File: config.mk
export PLATFORM = sky130hd
export DESIGN_NAME = timestamp_id_generator_flat
export DESIGN_NICKNAME = d
export VERILOG_FILES = /design/src/tsid_pkg.sv /design/src/tsid_req_if.sv /design/src/tsid_rsp_if.sv /design/src/tsid_compose.sv /design/src/timestamp_id_generator.sv /design/src/flat_wrapper.sv
export SDC_FILE = /design/constraint.sdc
export NUM_CORES = 2
export LEC_CHECK = 0
export ABC_AREA = 1
export BUFFER_PORTS_ARGS = -buffer_cell sky130_fd_sc_hd__buf_2
export CAP_MARGIN = 25
export CORE_UTILIZATION = 50
export DETAILED_ROUTE_END_ITERATION = 8
export PLACE_DENSITY = 0.7
export REMOVE_ABC_BUFFERS = 1
export SETUP_SLACK_MARGIN = 0.05
export SLEW_MARGIN = 5
export SYNTH_ARGS = -nofsm -noshare
export SYNTH_HDL_FRONTEND = slang
export SYNTH_SLANG_ARGS = --single-unit
File: constraint.sdc
create_clock -name clk -period 5.1 [get_ports clk]
set_clock_uncertainty 0.2 [all_clocks]
set_input_delay 1.02 -clock clk [delete_from_list [all_inputs] [get_ports clk]]
set_output_delay 1.02 -clock clk [all_outputs]
set_load 0.01 [all_outputs]
File: src/tsid_pkg.sv
`timescale 1ns / 1ps

package tsid_pkg;

  // Field widths
  localparam int TICK_BITS   = 48;
  localparam int NOW_W       = 48;
  localparam int ID_W        = 63;
  localparam int SEQ_W       = 22;
  localparam int ORDER_W     = 3;
  localparam int COUNT_W     = 17;
  localparam int WORKER_W    = 15;
  localparam int SHIFT_W     = 5;
  localparam int MSEQ_W      = 21;
  localparam int COST_W      = 16;
  localparam int CFG_DATA_W  = 48;
  localparam int CFG_INDEX_W = 3;

  localparam logic [ORDER_W-1:0] ORDER_TOP = ORDER_W'(4);
  localparam logic [COUNT_W-1:0] COUNT_MAX = {COUNT_W{1'b1}};

  // Register reset values
  localparam logic [WORKER_W-1:0] WORKER_ID_RST = '0;
  localparam logic [SHIFT_W-1:0]  SEQ_BITS_RST  = SHIFT_W'(6);
  localparam logic [SHIFT_W-1:0]  TS_SHIFT_RST  = SHIFT_W'(12);
  localparam logic [MSEQ_W-1:0]   MIN_SEQ_RST   = MSEQ_W'(5);
  localparam logic [MSEQ_W-1:0]   MAX_SEQ_RST   = MSEQ_W'(63);
  localparam logic [COST_W-1:0]   TOP_COST_RST  = COST_W'(2000);
  localparam logic [NOW_W-1:0]    BASE_TIME_RST = '0;

  typedef enum logic [CFG_INDEX_W-1:0] {
    REG_WORKER_ID,
    REG_SEQ_BITS,
    REG_TS_SHIFT,
    REG_MIN_SEQ,
    REG_MAX_SEQ,
    REG_TOP_OVER_COST,
    REG_BASE_TIME
  } reg_index_t;

  typedef enum logic [1:0] {
    ST_NORMAL,
    ST_BORROW,
    ST_ROLLBACK,
    ST_RETRY
  } id_status_t;

  typedef struct packed {
    logic [WORKER_W-1:0] worker_id;
    logic [SHIFT_W-1:0]  seq_bits;
    logic [SHIFT_W-1:0]  timestamp_shift;
    logic [MSEQ_W-1:0]   min_seq;
    logic [MSEQ_W-1:0]   max_seq;
    logic [COST_W-1:0]   top_over_cost;
    logic [NOW_W-1:0]    base_time;
  } cfg_t;

endpackage

File: src/tsid_req_if.sv
`timescale 1ns / 1ps

// Request channel: one item per request, carrying wall time
interface tsid_req_if import tsid_pkg::*; ();
  logic             valid;
  logic             ready;
  logic [NOW_W-1:0] now_ms;

  modport source (output valid, output now_ms, input ready);
  modport sink   (input valid, input now_ms, output ready);
endinterface

File: src/tsid_rsp_if.sv
`timescale 1ns / 1ps

// Response channel: one item per request, id and status
interface tsid_rsp_if import tsid_pkg::*; ();
  logic            valid;
  logic            ready;
  logic [ID_W-1:0] id_value;
  logic [1:0]      id_status;

  modport source (output valid, output id_value, output id_status, input ready);
  modport sink   (input valid, input id_value, input id_status, output ready);
endinterface

File: src/tsid_compose.sv
`timescale 1ns / 1ps

// Packs tick, worker id and sequence into the 63-bit id.
// Fields are OR-ed, so overlapping layouts give the union of bits.
module tsid_compose import tsid_pkg::*; (
  input  cfg_t                 cfg,
  input  logic [TICK_BITS-1:0] tick,
  input  logic [SEQ_W-1:0]     seq,
  output logic [ID_W-1:0]      id
);

  logic [ID_W-1:0] tick_part;
  logic [ID_W-1:0] worker_part;

  // shifting within ID_W drops everything above bit 62
  assign tick_part   = ID_W'(tick) << cfg.timestamp_shift;
  assign worker_part = ID_W'(cfg.worker_id) << cfg.seq_bits;
  assign id          = tick_part | worker_part | ID_W'(seq);

endmodule

File: src/timestamp_id_generator.sv
`timescale 1ns / 1ps

// Snowflake-style id generator. Each request item carries the wall time in ms
// and returns one response item: id = tick << timestamp_shift | worker_id <<
// seq_bits | sequence, masked to 63 bits, with a status (normal, borrowed
// tick, rollback id, or retry with a zero id). One request is taken every
// cycle unless the sink stalls and the pipeline fills; a response passes the
// stage one, stage two and output registers. Stage one registers the tick
// (time minus base_time), stage two updates the sequence/borrow/rollback
// state in a single pass and picks tick and sequence, stage three composes
// the id. Stage two's state update is the only loop. The user must write
// registers on cfg_wr_en only while no request is in flight; not enforced.
module timestamp_id_generator import tsid_pkg::*; (
  input  logic                   clk,
  input  logic                   rst,
  input  logic                   cfg_wr_en,
  input  logic [CFG_INDEX_W-1:0] cfg_index,
  input  logic [CFG_DATA_W-1:0]  cfg_data,
  tsid_req_if.sink               req,
  tsid_rsp_if.source             rsp
);

  cfg_t cfg;

  // generator state
  logic [TICK_BITS-1:0] last_tick, last_tick_next;
  logic [SEQ_W-1:0]     seq_now, seq_now_next;
  logic                 borrowing, borrowing_next;
  logic [COUNT_W-1:0]   borrow_count, borrow_count_next;
  logic [TICK_BITS-1:0] rollback_tick, rollback_tick_next;
  logic [ORDER_W-1:0]   rollback_order, rollback_order_next;

  // pipeline registers
  logic                 a_valid;
  logic [TICK_BITS-1:0] a_tick;
  logic                 b_valid;
  logic [TICK_BITS-1:0] b_tick;
  logic [SEQ_W-1:0]     b_seq;
  id_status_t           b_status;
  logic                 o_valid;
  logic [ID_W-1:0]      o_id;
  id_status_t           o_status;

  // stage two selections
  logic [TICK_BITS-1:0] sel_tick;
  logic [SEQ_W-1:0]     sel_seq;
  id_status_t           sel_status;

  logic                 out_free, b_free, a_free, a_move, b_move;
  logic [TICK_BITS-1:0] in_tick;
  logic [ID_W-1:0]      comp_id;

  // Configuration registers
  always_ff @(posedge clk) begin
    if (rst) begin
      cfg.worker_id       <= WORKER_ID_RST;
      cfg.seq_bits        <= SEQ_BITS_RST;
      cfg.timestamp_shift <= TS_SHIFT_RST;
      cfg.min_seq         <= MIN_SEQ_RST;
      cfg.max_seq         <= MAX_SEQ_RST;
      cfg.top_over_cost   <= TOP_COST_RST;
      cfg.base_time       <= BASE_TIME_RST;
    end else if (cfg_wr_en) begin
      case (cfg_index)
        REG_WORKER_ID:     cfg.worker_id       <= cfg_data[WORKER_W-1:0];
        REG_SEQ_BITS:      cfg.seq_bits        <= cfg_data[SHIFT_W-1:0];
        REG_TS_SHIFT:      cfg.timestamp_shift <= cfg_data[SHIFT_W-1:0];
        REG_MIN_SEQ:       cfg.min_seq         <= cfg_data[MSEQ_W-1:0];
        REG_MAX_SEQ:       cfg.max_seq         <= cfg_data[MSEQ_W-1:0];
        REG_TOP_OVER_COST: cfg.top_over_cost   <= cfg_data[COST_W-1:0];
        REG_BASE_TIME:     cfg.base_time       <= cfg_data[NOW_W-1:0];
        default: ;
      endcase
    end
  end

  // Flow control: each stage moves when the one after it is free
  assign out_free  = !o_valid || rsp.ready;
  assign b_move    = b_valid && out_free;
  assign b_free    = !b_valid || out_free;
  assign a_move    = a_valid && b_free;
  assign a_free    = !a_valid || b_free;
  assign req.ready = a_free;

  // Tick from wall time; time before the epoch is tick zero
  assign in_tick = (req.now_ms >= cfg.base_time) ?
                   TICK_BITS'(req.now_ms - cfg.base_time) : '0;

  // Stage one: registered tick
  always_ff @(posedge clk) begin
    if (rst) begin
      a_valid <= 1'b0;
    end else if (a_free) begin
      a_valid <= req.valid;
    end
  end

  always_ff @(posedge clk) begin
    if (a_free && req.valid) begin
      a_tick <= in_tick;
    end
  end

  // Stage two: state update and choice of tick and sequence
  always_comb begin
    logic [TICK_BITS-1:0] tick_step;
    logic [ORDER_W-1:0]   order_inc;
    logic [TICK_BITS-1:0] rb_base;
    logic [ORDER_W-1:0]   rb_order;

    last_tick_next      = last_tick;
    seq_now_next        = seq_now;
    borrowing_next      = borrowing;
    borrow_count_next   = borrow_count;
    rollback_tick_next  = rollback_tick;
    rollback_order_next = rollback_order;
    sel_tick            = last_tick;
    sel_seq             = seq_now;
    sel_status          = ST_NORMAL;
    tick_step           = last_tick + TICK_BITS'(1);
    order_inc           = rollback_order + ORDER_W'(1);
    rb_base             = rollback_tick;
    rb_order            = rollback_order;

    if (borrowing) begin
      if (a_tick > last_tick) begin
        // real time caught up: fresh tick, borrowing ends
        last_tick_next    = a_tick;
        sel_tick          = a_tick;
        sel_seq           = SEQ_W'(cfg.min_seq);
        seq_now_next      = SEQ_W'(cfg.min_seq) + SEQ_W'(1);
        borrowing_next    = 1'b0;
        borrow_count_next = '0;
        sel_status        = ST_NORMAL;
      end else if (borrow_count > COUNT_W'(cfg.top_over_cost)) begin
        // too far ahead: no id, state unchanged
        sel_status = ST_RETRY;
      end else begin
        if (seq_now > SEQ_W'(cfg.max_seq)) begin
          last_tick_next = tick_step;
          sel_tick       = tick_step;
          sel_seq        = SEQ_W'(cfg.min_seq);
          if (borrow_count < COUNT_MAX) begin
            borrow_count_next = borrow_count + COUNT_W'(1);
          end
        end
        seq_now_next = sel_seq + SEQ_W'(1);
        sel_status   = ST_BORROW;
      end
    end else if (a_tick < last_tick) begin
      // clock went back: reserved order as sequence, rollback tick counts down
      if (rollback_tick == '0) begin
        rb_base  = last_tick - TICK_BITS'(1);
        rb_order = (order_inc > ORDER_TOP) ? ORDER_W'(1) : order_inc;
      end
      rollback_order_next = rb_order;
      rollback_tick_next  = rb_base - TICK_BITS'(1);
      sel_tick            = rb_base;
      sel_seq             = SEQ_W'(rb_order);
      sel_status          = ST_ROLLBACK;
    end else begin
      rollback_tick_next = '0;
      if (a_tick > last_tick) begin
        last_tick_next = a_tick;
        sel_tick       = a_tick;
        sel_seq        = SEQ_W'(cfg.min_seq);
        sel_status     = ST_NORMAL;
      end else if (seq_now > SEQ_W'(cfg.max_seq)) begin
        // sequence used up: borrow the next tick
        last_tick_next    = tick_step;
        sel_tick          = tick_step;
        sel_seq           = SEQ_W'(cfg.min_seq);
        borrowing_next    = 1'b1;
        borrow_count_next = COUNT_W'(1);
        sel_status        = ST_BORROW;
      end else begin
        sel_status = ST_NORMAL;
      end
      seq_now_next = sel_seq + SEQ_W'(1);
    end
  end

  always_ff @(posedge clk) begin
    if (rst) begin
      last_tick      <= '0;
      seq_now        <= SEQ_W'(MIN_SEQ_RST);
      borrowing      <= 1'b0;
      borrow_count   <= '0;
      rollback_tick  <= '0;
      rollback_order <= '0;
    end else if (a_move) begin
      last_tick      <= last_tick_next;
      seq_now        <= seq_now_next;
      borrowing      <= borrowing_next;
      borrow_count   <= borrow_count_next;
      rollback_tick  <= rollback_tick_next;
      rollback_order <= rollback_order_next;
    end
  end

  always_ff @(posedge clk) begin
    if (rst) begin
      b_valid <= 1'b0;
    end else if (b_free) begin
      b_valid <= a_valid;
    end
  end

  always_ff @(posedge clk) begin
    if (a_move) begin
      b_tick   <= sel_tick;
      b_seq    <= sel_seq;
      b_status <= sel_status;
    end
  end

  // Stage three: compose the id into the output register
  tsid_compose u_compose (
    .cfg  (cfg),
    .tick (b_tick),
    .seq  (b_seq),
    .id   (comp_id)
  );

  always_ff @(posedge clk) begin
    if (rst) begin
      o_valid <= 1'b0;
    end else if (out_free) begin
      o_valid <= b_valid;
    end
  end

  always_ff @(posedge clk) begin
    if (b_move) begin
      o_id     <= (b_status == ST_RETRY) ? '0 : comp_id;
      o_status <= b_status;
    end
  end

  assign rsp.valid     = o_valid;
  assign rsp.id_value  = o_id;
  assign rsp.id_status = o_status;

endmodule

File: src/flat_wrapper.sv
// flat-port wrapper written by rule: the top's interface ports become plain ports
module timestamp_id_generator_flat import tsid_pkg::*;
  (clk, rst, cfg_wr_en, cfg_index, cfg_data, req_valid, req_now_ms, req_ready, rsp_valid, rsp_id_value, rsp_id_status, rsp_ready);
  tsid_req_if req_i ();
  tsid_rsp_if rsp_i ();
  input  logic clk;
  input  logic rst;
  input  logic cfg_wr_en;
  input  logic [CFG_INDEX_W-1:0] cfg_index;
  input  logic [CFG_DATA_W-1:0] cfg_data;
  input wire logic [$bits(req_i.valid)-1:0] req_valid;
  input wire logic [$bits(req_i.now_ms)-1:0] req_now_ms;
  output wire logic [$bits(req_i.ready)-1:0] req_ready;
  output wire logic [$bits(rsp_i.valid)-1:0] rsp_valid;
  output wire logic [$bits(rsp_i.id_value)-1:0] rsp_id_value;
  output wire logic [$bits(rsp_i.id_status)-1:0] rsp_id_status;
  input wire logic [$bits(rsp_i.ready)-1:0] rsp_ready;
  assign req_i.valid = req_valid;
  assign req_i.now_ms = req_now_ms;
  assign req_ready = req_i.ready;
  assign rsp_valid = rsp_i.valid;
  assign rsp_id_value = rsp_i.id_value;
  assign rsp_id_status = rsp_i.id_status;
  assign rsp_i.ready = rsp_ready;
  timestamp_id_generator u_core (.clk(clk), .rst(rst), .cfg_wr_en(cfg_wr_en), .cfg_index(cfg_index), .cfg_data(cfg_data), .req(req_i), .rsp(rsp_i));
endmodule
-- Word-level counts from Yosys, hierarchy flattened
Index checks and enable logic that the tools add are counted.
Widths: inputs -> output; s select.
- word-level logic and storage cells: 127
- bits in registers: 458
- output and inout bits: 67
- input bits: 104
- order comparisons: 7
- equal/unequal tests: 11
- reductions and logical operators: 25
- mux-type cells: 48
- add/subtract/negate cells: 9
- bitwise operators: 3
- shift-type cells: 2
- operators by type and width (operator ; count):
    $mux 48 ; 12
    $mux 22 ; 15
    $mux 17 ; 8
    $sub 48x1->48 const B ; 2
    $or 63x22->63 ; 1
    $or 63x63->63 ; 1
    $shl 15x5->63 ; 1
    $shl 48x5->63 ; 1
    $add 48x1->48 const B ; 1
    $ge 48x48->1 ; 1
    $gt 48x48->1 ; 1
    $logic_not 48->1 ; 1
    $lt 48x48->1 ; 1
    $sub 48x48->48 ; 1
    $add 22x1->22 const B ; 2
    $add 21x1->22 const B ; 1
    $gt 22x21->1 ; 1
    $reduce_and 2->1 ; 9
    $add 17x1->17 const B ; 1
    $gt 17x16->1 ; 1
    $lt 17x17->1 const B ; 1
    $mux 2 ; 5
    $eq 3x3->1 const B ; 3
    $reduce_and 7->1 ; 1
    16 further kinds ; 33

-- Logic depth before layout (Yosys ltp)
- depth after elaboration: 9
- mapped depth: 27
- mapped depth without buffers: 27

-- Cells and area by module
Synthesis repeated with hierarchy kept, for this count alone.
- cell total of the unflattened synthesis: 5319
- area, all modules: 35420.2 um^2
- modules (own cells, without submodules) (module ; seq. area each (um^2) ; area an instance (um^2) ; cells each ; instances):
    timestamp_id_generator ; 11020.6 ; 30815.8 ; 4404 ; 1
    tsid_compose ; 0.0 ; 4604.4 ; 915 ; 1

-- Worst setup path before layout
OpenSTA, ideal clock, no wires.
- path kind: input-to-reg
- from: input port rsp_ready
- to: register u_core.o_status[0], in the netlist u_core.rsp.id_status[0] (enable)
- path buffers: 0
- arrival time: 4199 ps
- path slack: 191 ps
- stages on the path: 2
- library setup time: 509 ps
- path through: inv_1 a21oi_1
- cells in the longest elaborated chain, start to end: 2
- ends and longest elaborated chain (item ; line ; text):
    start: declaration ; flat_wrapper.sv:17 ; input wire logic [$bits(rsp_i.ready)-1:0] rsp_ready;
    $logic_or 1x1->1 ; timestamp_id_generator.sv:78 ; assign out_free = !o_valid || rsp.ready;
    $logic_and 1x1->1 ; timestamp_id_generator.sv:79 ; assign b_move = b_valid && out_free;
    via u_core.b_move ; timestamp_id_generator.sv:49 ; logic out_free, b_free, a_free, a_move, b_move;
    end signal: assignment ; timestamp_id_generator.sv:236 ; o_status <= b_status;
    end: declaration ; timestamp_id_generator.sv:42 ; id_status_t o_status;
The timed path passes the listed nets, and every way through them passes these cells.
A chain may end at the register's enable or synchronous reset.

-- Worst setup path after layout
- from: register, netlist name u_core.cfg[77]
- to: register u_core.b_tick[32] (data pin)
- cells in the longest elaborated chain, start to end: 5
- elaborated cells on any way between the ends: 7
- ends and longest elaborated chain (item ; line ; text):
    $gt 22x21->1 (*) ; timestamp_id_generator.sv:139, timestamp_id_generator.sv:168 ;
    $mux 48 (*) ; - ;
    $mux 48, on equally long branches ; timestamp_id_generator.sv:163, timestamp_id_generator.sv:135 ;
    $mux 48, on equally long branches ; timestamp_id_generator.sv:150, timestamp_id_generator.sv:126 ;
    $mux 48 (*) ; timestamp_id_generator.sv:125 ; if (borrowing) begin
    via u_core.sel_tick[32] ; timestamp_id_generator.sv:45 ; logic [TICK_BITS-1:0] sel_tick;
    end signal: assignment ; timestamp_id_generator.sv:211 ; b_tick <= sel_tick;
    end: declaration ; timestamp_id_generator.sv:37 ; logic [TICK_BITS-1:0] b_tick;
The timed path passes the listed nets; every way through them passes the cells marked *.

==> run_results.csv <==
group,metric,value,unit
clocking,cts_tree,"built",
critical_path,crit_slowest_cell,"nor2_1",
route,drc_errors,0,
route,ant_nets,0,
grt,grt_pass1_wl,188000,um
sta,hold_ws,253,ps
sta,maxSlewViolCount,0,
grt,first_global_vias,32700,
route,drtIter0Drc,4238,
sta,rsz0062_at_grt,"false",
sta,hold_viol_final,0,
critical_path,critical_path_class,"flip-flop to flip-flop",
clocking,postCtsSetupRepairBufs,0,
outcome,status,"complete, no violations",
synthesis,avgSynthCellArea,6.60,um^2
synthesis,synth-edff-count,185,
worst_hold_path,hold_path.class,"flip-flop to flip-flop",
grt,grt_max_degree,92,
run,maxCapViolCount,0,
critical_path,critPathArrivalTime,4510,ps
clocking,ctsHoldBuffers,0,
placed_design,io_buffers,170,
critical_path,cpMostUsedCell,"nand2_1",
finish,multiInputGateArea,20200,um^2
die,die_area,70400,um^2
finish,fill_cells,6825,
die,std_cell_rows,96,
clocking,post_cts_resized,0,
sta,tightest_slew,1030,ps
critical_path,worstSetupEndpointType,"flip-flop",
clocking,cts_root_buf,"clkbuf_16",
route,via_per_inst,5.70,
sta,min_period,4370,ps
sta,setup_viol,0,
synthesis,synth_cell_types,67,
finish,antenna_cells,0,
clocking,clock-sinks,458,
die,die_w,265,um
grt,overflow,0,
synthesis,yosysTopAreaCell,"edfxtp_1",
clocking,cts_buffer_depth,3,
die,chipHeight,265,um
sta,fmax,0.229,GHz
finish,drive_above_1_share,9.39,%
synthesis,yosys_register_bits,458,
synthesis,synth_most_common_cell,"nand2_1",
synthesis,syn-cell-area,34700,um^2
synthesis,async_flop_share,0,%
finish,regArea,11000,um^2
sta,fin_ws,730,ps
sta,slew_headroom,31.1,%
sta,fin_crit_sh,85.7,%
finish,nets,5546,
critical_path,cp-start-kind,"flip-flop",
clocking,clk_latency,650,ps
route,wirelength,123000,um
synthesis,synth_top_area_share,16.0,%
route,dr.pass1.iters,7,
placed_design,dpl.hpwl,94100,um
synthesis,ys_warn_count,0,
route,wl_per_cell,19.6,um
clocking,tritoncts.num_buffers,55,
grt,antenna_found_initial,2,
critical_path,cp.required,5240,ps
synthesis,synthTopCellsByArea,"edfxtp_1 16%, dfxtp_1 16%, nand2_1 15%",
synthesis,synth_cells,5260,
synthesis,yosys_most_used_dff,"dfxtp_1",
synthesis,ys_seq_area_share,31.8,%
finish,syn_to_final_growth,9.83,%
placed_design,place_congestion,1.03,
die,core-area,68600,um^2
critical_path,critPathMaxStageDelay,500,ps
placed_design,dp_slack,731,ps
synthesis,synthTopCellsByCount,"1368 x nand2_1, 593 x inv_1, 497 x nor2_1",
clocking,clk_pin_slew,70,ps
die,initial_core_util,50.6,%
clocking,htree_levels,2,
die,io_pins,171,
grt,track_usage,34.3,%
critical_path,cp_max_fo,29,
route,via_count,35800,
finish,final_core_util,55.6,%
critical_path,worstPathCellList,"inv_1 -> ha_1 -> nand2_1 -> nor2_1 -> nand2_1 -> nor2_4 -> nand2_1 -> nand3_4 -> nand2_4 -> inv_2 -> nand3_2 -> nor2_1 -> nand3_1 -> nand2_1 -> nand2_1 -> a211oi_1 -> o211ai_1",
[path summary, 6_finish.rpt]
kind	start	end	slack, ps	cells after the start
worst min register to register	u_core.cfg[22]	u_core.cfg[22]	250	2
worst max-delay path	u_core.cfg[77]	u_core.b_tick[32]	730	17
worst max register to register	u_core.cfg[77]	u_core.b_tick[32]	730	17
worst min-delay path	u_core.cfg[22]	u_core.cfg[22]	250	2
[routing by layer]
metal | track usage (%) | vias to the layer above | share of wire [%]
met4 | 13.6 | 0 | 4.3
met3 | 5.45 | 294 | 9.0
met2 | 54.5 | 1731 | 44
met1 | 46.6 | 16200 | 43
li1 | - | 17600 | -
met5 | 0 | - | 0
[flip-flops by register name, summed over array words and instances, names as in the netlist]
signal	flops
u_core.b_status	2
u_core.rsp.id_value	63
u_core.seq_now	22
u_core.b_valid	1
u_core.last_tick	48
u_core.rollback_order	3
u_core.borrow_count	17
u_core.b_tick	48
u_core.rollback_tick	48
u_core.rsp.id_status	2
u_core.rsp.valid	1
u_core.a_valid	1
u_core.a_tick	48
u_core.borrowing	1
u_core.cfg	131
u_core.b_seq	22
[critical path, delay by kind of cell, from the launching register on]
| kind | cells | cell delay, ps |
|---|---|---|
| buffers and inverters | 2 | 540 |
| adders and majority gates | 1 | 300 |
| and+or+nand+nor | 12 | 2030 |
| DFF | 1 | 300 |
| AOI/OAI and AO/OA | 2 | 670 |
[metrics by stage]
step,cells,TNS (ps),instance area (um^2)
floorplan,5004,-60940,33500
detailed placement,6172,0,36200
CTS,6275,0,38100
finish,6277,0,38100
global route,6277,0,38100
global placement,6171,0,36200
[cells in the final DEF (no fill, tap or decap), drive strengths merged, types with 4 or more instances in the layout]
cell type / count
nand2: 1415
inv: 615
nor2: 561
o21ai: 492
a21oi: 389
nand3: 323
dfxtp: 273
buf: 239
edfxtp: 185
ha: 141
xor2: 106
nor3: 71
clkbuf: 70
a31oi: 62
nand4: 58
o221ai: 55
o211ai: 45
clkinv: 38
nor4: 29
or2: 21
mux2i: 20
o22ai: 19
a22oi: 18
xnor2: 14
a21o: 9
nand3b: 9
o21bai: 7
o41ai: 7
bufinv: 7
a211oi: 6
a221oi: 6
o21a: 5
clkinvlp: 5
a22o: 4
a21boi: 4
[cell families after synthesis]
logic type | Yosys count | share of synthesized area (%)
AND/OR/NAND/NOR | 2494 | 30.9
AO/OA/AOI/OAI | 1138 | 18.4
buffers and inverters | 888 | 10.2
flip-flops | 458 | 31.8
adder cells (fa/ha/maj) | 142 | 5.14
XOR/XNOR | 120 | 3.03
multiplexers | 20 | 0.577
[layout make-up]
| cell class | count | area share [%] |
|---|---|---|
| inverters | 632 | 6.25 |
| multi-input cells | 3914 | 52.9 |
| repair buffers | 239 | 3.84 |
| flip-flops and latches | 458 | 28.9 |
| clock buffers | 70 | 3.87 |
| clock inverters | 33 | 1.13 |
| well taps | 931 | 3.06 |
Power is left out: the tool's default activity adds up to more than one toggle a clock period on the data nets, which glitch-free logic cannot reach.
